## config.mk

```make
export PLATFORM = sky130hd
export DESIGN_NAME = bqc_cell
export DESIGN_NICKNAME = d
export VERILOG_FILES = /design/src/hdl/bqc_pkg.sv /design/src/hdl/bqc_cell.sv
export SDC_FILE = /design/constraint.sdc
export NUM_CORES = 2
export LEC_CHECK = 0
export BUFFER_PORTS_ARGS = -buffer_cell sky130_fd_sc_hd__buf_2
export CAP_MARGIN = 25
export CORE_MARGIN = 2
export CORE_UTILIZATION = 55
export CTS_CLUSTER_DIAMETER = 100
export DETAILED_ROUTE_END_ITERATION = 7
export GPL_TIMING_DRIVEN = 0
export PLACE_DENSITY_LB_ADDON = 0.2
export SYNTH_ARGS = -nofsm -noshare
export SYNTH_HDL_FRONTEND = slang
export SYNTH_SLANG_ARGS = --single-unit
```

## constraint.sdc

```tcl
create_clock -name aclk -period 27.2 [get_ports aclk]
set_input_delay 1.36 -clock aclk [delete_from_list [all_inputs] [get_ports aclk]]
set_output_delay 1.36 -clock aclk [all_outputs]
set_load 0.02 [all_outputs]
```

## src/hdl/bqc_pkg.sv

```systemverilog
// ----------------------------------------------------------------------------
// bqc_pkg: shared types and constants of the biquad cascade
// Register indexes, coefficient field positions, numerator codes, the
// section sequencer states and the control struct passed from cell to cell.
// ----------------------------------------------------------------------------
package bqc_pkg;

    // default parameter values
    localparam int MAX_SECTIONS_DEF = 6;
    localparam int STATE_BITS_DEF   = 40;
    localparam int SAMPLE_BITS_DEF  = 16;

    // configuration port
    localparam int CFG_INDEX_W      = 3;
    localparam int CFG_DATA_W       = 64;
    localparam int NUM_SECTION_REGS = 6;

    typedef enum logic [CFG_INDEX_W-1:0] {
        REG_SECTION0_COEFFS  = 3'd0,
        REG_SECTION1_COEFFS  = 3'd1,
        REG_SECTION2_COEFFS  = 3'd2,
        REG_SECTION3_COEFFS  = 3'd3,
        REG_SECTION4_COEFFS  = 3'd4,
        REG_SECTION5_COEFFS  = 3'd5,
        REG_NUMERATOR_KIND   = 3'd6,
        REG_ACTIVE_SECTIONS  = 3'd7
    } reg_index_t;

    // coefficient word layout: a1 signed Q1.20, a2 and gain unsigned Q0.21
    localparam int A1_W    = 22;
    localparam int COEF_W  = 21;
    localparam int A1_LSB  = 42;
    localparam int A2_LSB  = 21;
    localparam int G_LSB   = 0;

    // fixed point: 8 fraction bits in the datapath, 21 in the coefficients
    localparam int FRAC_BITS  = 8;
    localparam int COEF_SHIFT = 21;

    // numerator forms; the unused code decodes as bandpass
    typedef enum logic [1:0] {
        NUM_BANDPASS = 2'd0,
        NUM_LOWPASS  = 2'd1,
        NUM_HIGHPASS = 2'd2
    } numerator_t;

    // per-section sequencer
    typedef enum logic [2:0] {
        CELL_IDLE,
        CELL_LO,
        CELL_HI,
        CELL_SUM,
        CELL_WSAT,
        CELL_OUT
    } cell_state_t;

    // control that travels beside a word from one section to the next
    typedef struct packed {
        logic valid;
        logic clip;
    } link_ctl_t;

endpackage

```

## src/hdl/bqc_cell.sv

```systemverilog
// ----------------------------------------------------------------------------
// bqc_cell: one second-order section of the cascade
// Holds its own two delays, multiplies with three narrow multipliers over two
// passes (low half, then high half of the state operands), accumulates, then
// saturates w and forms the numerator output for the next section.
// ----------------------------------------------------------------------------
module bqc_cell
    import bqc_pkg::*;
#(
    parameter int STATE_BITS = STATE_BITS_DEF
) (
    input  logic                         aclk,
    input  logic                         aresetn,
    input  logic                         active,
    input  logic [1:0]                   numerator_kind,
    input  logic [CFG_DATA_W-1:0]        coeffs,
    input  link_ctl_t                    in_ctl,
    input  logic signed [STATE_BITS-1:0] in_value,
    output link_ctl_t                    out_ctl,
    output logic signed [STATE_BITS-1:0] out_value
);

    localparam int LO_BITS = STATE_BITS / 2;
    localparam int HI_BITS = STATE_BITS - LO_BITS;
    localparam int OP_W    = HI_BITS + 1;
    localparam int CO_W    = A1_W + 1;
    localparam int PW      = OP_W + CO_W;
    localparam int SUM_W   = PW + 3;
    localparam int ACC_W   = STATE_BITS + 27;
    localparam int OUT_W   = STATE_BITS + 3;
    localparam logic signed [STATE_BITS-1:0] SAT_MAX = {1'b0, {(STATE_BITS-1){1'b1}}};
    localparam logic signed [STATE_BITS-1:0] SAT_MIN = {1'b1, {(STATE_BITS-1){1'b0}}};

    cell_state_t state_reg, state_next;

    logic signed [STATE_BITS-1:0] v_reg;
    logic                         clip_reg;
    logic signed [STATE_BITS-1:0] w1_reg, w2_reg, w_reg;
    logic signed [PW-1:0]         prod_v_reg, prod_a1_reg, prod_a2_reg;
    logic signed [ACC_W-1:0]      acc_reg;
    link_ctl_t                    out_ctl_reg, out_ctl_next;
    logic signed [STATE_BITS-1:0] out_value_reg, out_value_next;

    logic signed [CO_W-1:0]       co_g, co_a1, co_a2;
    logic                         hi_sel;
    logic signed [OP_W-1:0]       op_v, op_w1, op_w2;
    logic signed [SUM_W-1:0]      sum_w;
    logic signed [ACC_W-1:0]      acc_sh;
    logic [ACC_W-STATE_BITS:0]    acc_top;
    logic                         w_fits;
    logic signed [STATE_BITS-1:0] w_next;
    logic signed [OUT_W-1:0]      o_full;
    logic [3:0]                   o_top;
    logic                         o_fits;
    logic signed [STATE_BITS-1:0] o_sat;

    // half of a state word as a signed multiplier operand
    function automatic logic signed [OP_W-1:0] half_of(
        input logic [STATE_BITS-1:0] x,
        input logic                  hi
    );
        logic [OP_W-1:0] r;
        if (hi) begin
            r = {x[STATE_BITS-1], x[STATE_BITS-1:LO_BITS]};
        end else begin
            r = {{(OP_W-LO_BITS){1'b0}}, x[LO_BITS-1:0]};
        end
        return $signed(r);
    endfunction

    // coefficient fields widened to one signed operand width
    assign co_g  = $signed({2'b00, coeffs[G_LSB +: COEF_W]});
    assign co_a2 = $signed({2'b00, coeffs[A2_LSB +: COEF_W]});
    assign co_a1 = $signed({coeffs[A1_LSB+A1_W-1], coeffs[A1_LSB +: A1_W]});

    // operand halves: low pass first, then high pass
    assign hi_sel = (state_reg == CELL_HI);
    assign op_v   = half_of(v_reg, hi_sel);
    assign op_w1  = half_of(w1_reg, hi_sel);
    assign op_w2  = half_of(w2_reg, hi_sel);

    // v*g - 2*w1*a1 - w2*a2 for one half
    assign sum_w = SUM_W'(prod_v_reg) - (SUM_W'(prod_a1_reg) <<< 1) - SUM_W'(prod_a2_reg);

    // w = floor(acc / 2^21), saturated
    assign acc_sh  = acc_reg >>> COEF_SHIFT;
    assign acc_top = acc_sh[ACC_W-1:STATE_BITS-1];
    assign w_fits  = (&acc_top) | (~|acc_top);
    assign w_next  = w_fits ? acc_sh[STATE_BITS-1:0] : (acc_sh[ACC_W-1] ? SAT_MIN : SAT_MAX);

    // numerator output
    always_comb begin
        case (numerator_kind)
            NUM_LOWPASS:  o_full = OUT_W'(w_reg) + (OUT_W'(w1_reg) <<< 1) + OUT_W'(w2_reg);
            NUM_HIGHPASS: o_full = OUT_W'(w_reg) - (OUT_W'(w1_reg) <<< 1) + OUT_W'(w2_reg);
            default:      o_full = OUT_W'(w_reg) - OUT_W'(w2_reg);
        endcase
    end

    assign o_top  = o_full[OUT_W-1:STATE_BITS-1];
    assign o_fits = (&o_top) | (~|o_top);
    assign o_sat  = o_fits ? o_full[STATE_BITS-1:0] : (o_full[OUT_W-1] ? SAT_MIN : SAT_MAX);

    // sequencer state register
    always_ff @(posedge aclk) begin
        if (!aresetn) begin
            state_reg <= CELL_IDLE;
        end else begin
            state_reg <= state_next;
        end
    end

    // next state and hand-off to the next section
    always_comb begin
        state_next     = state_reg;
        out_ctl_next   = '0;
        out_value_next = out_value_reg;
        case (state_reg)
            CELL_IDLE: begin
                if (in_ctl.valid) begin
                    if (active) begin
                        state_next = CELL_LO;
                    end else begin
                        out_ctl_next   = in_ctl;
                        out_value_next = in_value;
                    end
                end
            end
            CELL_LO:   state_next = CELL_HI;
            CELL_HI:   state_next = CELL_SUM;
            CELL_SUM:  state_next = CELL_WSAT;
            CELL_WSAT: state_next = CELL_OUT;
            CELL_OUT: begin
                state_next         = CELL_IDLE;
                out_ctl_next.valid = 1'b1;
                out_ctl_next.clip  = clip_reg | ~o_fits;
                out_value_next     = o_sat;
            end
            default:   state_next = CELL_IDLE;
        endcase
    end

    // delays
    always_ff @(posedge aclk) begin
        if (!aresetn) begin
            w1_reg <= '0;
            w2_reg <= '0;
        end else if (state_reg == CELL_OUT) begin
            w2_reg <= w1_reg;
            w1_reg <= w_reg;
        end
    end

    // link control to the next section
    always_ff @(posedge aclk) begin
        if (!aresetn) begin
            out_ctl_reg <= '0;
        end else begin
            out_ctl_reg <= out_ctl_next;
        end
    end

    // datapath
    always_ff @(posedge aclk) begin
        out_value_reg <= out_value_next;
        case (state_reg)
            CELL_IDLE: begin
                v_reg    <= in_value;
                clip_reg <= in_ctl.clip;
            end
            CELL_LO, CELL_HI: begin
                prod_v_reg  <= op_v * co_g;
                prod_a1_reg <= op_w1 * co_a1;
                prod_a2_reg <= op_w2 * co_a2;
                if (state_reg == CELL_HI) begin
                    acc_reg <= ACC_W'(sum_w);
                end
            end
            CELL_SUM: begin
                acc_reg <= acc_reg + (ACC_W'(sum_w) <<< LO_BITS);
            end
            CELL_WSAT: begin
                w_reg    <= w_next;
                clip_reg <= clip_reg | ~w_fits;
            end
            default: begin
                w_reg <= w_reg;
            end
        endcase
    end

    assign out_ctl   = out_ctl_reg;
    assign out_value = out_value_reg;

endmodule

```

==> metrics.cfg <==
[sta]
period_needed_ps=12680
fin_setup_tns_ps=0
fin_ws_ps=14520
drv_slew=0
rsz0062_at_grt=no
slew-limit-headroom_pct=22.5
final_hold_viol_count=0
worst_pin_slew_ps=1150
fin_worst_skew_ps=36.1
max_freq_ghz=0.0789
fin_crit_sh_pct=46.6
setup_violations=0

[placement]
dp_hpwl_um=203000
place_congestion=1.02
place_ws_ps=14690
portBuffers=152

[detailed_routing]
antenna_left=0
drtIter0Drc=5264
routed_wl_um=238000
first_pass_iters=6
viasPerCell=5.70
dr_total_vias=60700
drc=0
wl_per_cell_um=22.4

[clocking]
clk_latency_ps=620
cts_sinks=382
post_cts_buffers=0
cts_tree=built
clockRootBuffer=clkbuf_16
cts_buffer_depth=3
numCtsBuffers=45
post_cts_resized=0
hold_buffers=0
htreeDepth=2
cts.clk_slew.worst_paths_ps=60

[synthesis]
synthesis.instances=8573
ys_top_cells_by_area=fa_1 (35%), edfxtp_1 (12%), ha_1 (11%)
synth_seq_cells=382
synth-edff-count=297
synth_top_area_share_pct=34.8
syn_area_um2=76100
yosysSeqAreaShare_pct=14.0
syn-num-nets=10700
async_reset_ff_share_pct=0
synth.distinct_cells=83
synth_area_per_cell_um2=8.87
synth_flop_cell=edfxtp_1
synth_area_leader_cell=fa_1
yosys_warnings=0

[critical_path]
path_class=flop to flop
cp_slowest_cell=nor2b_4
critPathLaunchType=flop
slowest_delay_ps=940
crit_top_cell=fa_1
path_max_fanout=30
crit_path_end_kind=flop
worstPathArrival_ps=12950
cp.required_ps=27470

[min_path]
worstHoldPathType=flop to flop

[grt]
grt_max_degree=42
overflow=0
track_usage_pct=34.2
grt_pass1_wl_um=366000
grt_pass1_vias=61900
antenna_found_initial=8

[finish]
nNetsFinal=10900
area_growth_pct=6.34
num-fill-cells=12300
largest_reg_flops=47
final_layout_size_suffix_gt1_share_pct=3.70
final_core_util_pct=58.9

[floorplanning]
die_y_um=376
initial_core_util_pct=55.4
dieArea_um2=141000
die_x_um=376
fp-row-count=136
core_area_um2=137000
ioPinCount=153

[status]
status=finished clean

[job]
drv_cap=0

## cell type report
| cell class | count | area (um2) | area share [%] |
|---|---|---|---|
| Inverter | 1838 | 6900 | 8.53 |
| Timing Repair Buffer | 185 | 1110 | 1.38 |
| Antenna cell | 5 | 12.5 | 0.0155 |
| Multi-Input combinational cell | 5971 | 57100 | 70.6 |
| Buffer | 382 | 1460 | 1.80 |
| Sequential cell | 382 | 10600 | 13.1 |
| Clock inverter | 21 | 174 | 0.215 |
| Tap cell | 1794 | 2240 | 2.78 |
| Clock buffer | 62 | 1250 | 1.55 |
## per-layer routing
metal | routed length (um) | vias to the layer above | GRT usage (%)
li1 | - | 27100 | -
met1 | 99500 | 30500 | 47.5
met2 | 107000 | 2510 | 53.8
met3 | 18400 | 517 | 4.63
met4 | 12900 | 6 | 15.4
met5 | 47 | - | 0
## cell usage after synthesis (48+ instances only)
master	number
nand3_1	59
nand2_1	1253
nor2_1	222
a21oi_1	436
edfxtp_1	297
dfxtp_1	85
xnor2_1	212
nor2b_1	48
fa_1	1322
inv_1	1838
a21o_1	206
ha_1	686
nand2b_1	56
o21ai_0	242
clkbuf_1	365
and2_1	511
xor2_1	106
## logic make-up after synthesis
family / share of synthesized area [%]
AO/OA/AOI/OAI: 10.6
XOR/XNOR: 3.66
adder cells (fa/ha/maj): 46.1
buffers and inverters: 11.0
flip-flops: 14.0
multiplexers: 0.143
AND/OR/NAND/NOR: 14.6
## critical path, delay by kind of cell, from the launching register on
kind                     cells  cell delay (ps)
AO/OA/AOI/OAI                8             1990
XOR/XNOR                     1              820
flip-flops                   1              300
buffers and inverters       10             2930
adder cells (fa/ha/maj)      8             3950
AND/OR/NAND/NOR              8             2300
## stage by stage
step | instance area, um2 | hold WS (ps) | std cells
5_1_grt | 80900 | 475 | 10600
2_1_floorplan | 76100 | 436 | 8573
6_report | 80900 | 455 | 10600
3_3_place_gp | 79100 | 442 | 10500
4_1_cts | 80800 | 455 | 10600
3_5_place_dp | 79400 | 447 | 10500
## path summary, 6_finish.rpt
path,startpoint,slack [ps],end,cells after the start
worst min register to register,w2_reg[20]$_SDFFE_PN0N_,450,w2_reg[20]$_SDFFE_PN0N_,2
worst max register to register,state_reg[1]$_SDFFE_PN0P_,14520,prod_v_reg[42]$_DFFE_PP_,35
worst max-delay path,state_reg[1]$_SDFFE_PN0P_,14520,prod_v_reg[42]$_DFFE_PP_,35
worst min-delay path,w2_reg[20]$_SDFFE_PN0N_,450,w2_reg[20]$_SDFFE_PN0N_,2
## cell usage in the layout, fill, tap and decap left out, types with 10 or more instances in the layout
cell type	synthesis	final
o21ai_1	1	12
and3_1	30	30
xnor2_1	212	212
and4_1	13	13
a21oi_1	436	436
xor2_1	106	106
buf_4	0	16
or2_2	24	24
dfxtp_1	85	85
nor2_1	222	220
o21ai_0	242	231
inv_1	1838	1838
ha_1	686	686
nor2b_1	48	47
a21boi_0	15	15
fa_1	1322	1322
or3_1	33	33
clkbuf_1	365	376
nand2b_1	56	56
a211oi_1	36	36
nor3_1	38	37
nor4_1	17	17
a22oi_1	12	12
o21a_1	34	34
nand2_1	1253	1253
a221oi_1	35	35
nand3_1	59	59
and2_1	511	510
nand4_1	43	43
o31ai_1	19	19
a211oi_2	10	10
a211o_1	26	26
edfxtp_1	297	297
a21o_1	206	206
clkbuf_16	0	46
o21bai_1	43	43
buf_1	10	10
buf_2	5	159
a31oi_1	34	34
o211ai_1	28	28
Power is not shown: default switching activity piles up to over one toggle a cycle in this logic, so the estimate is an artifact.
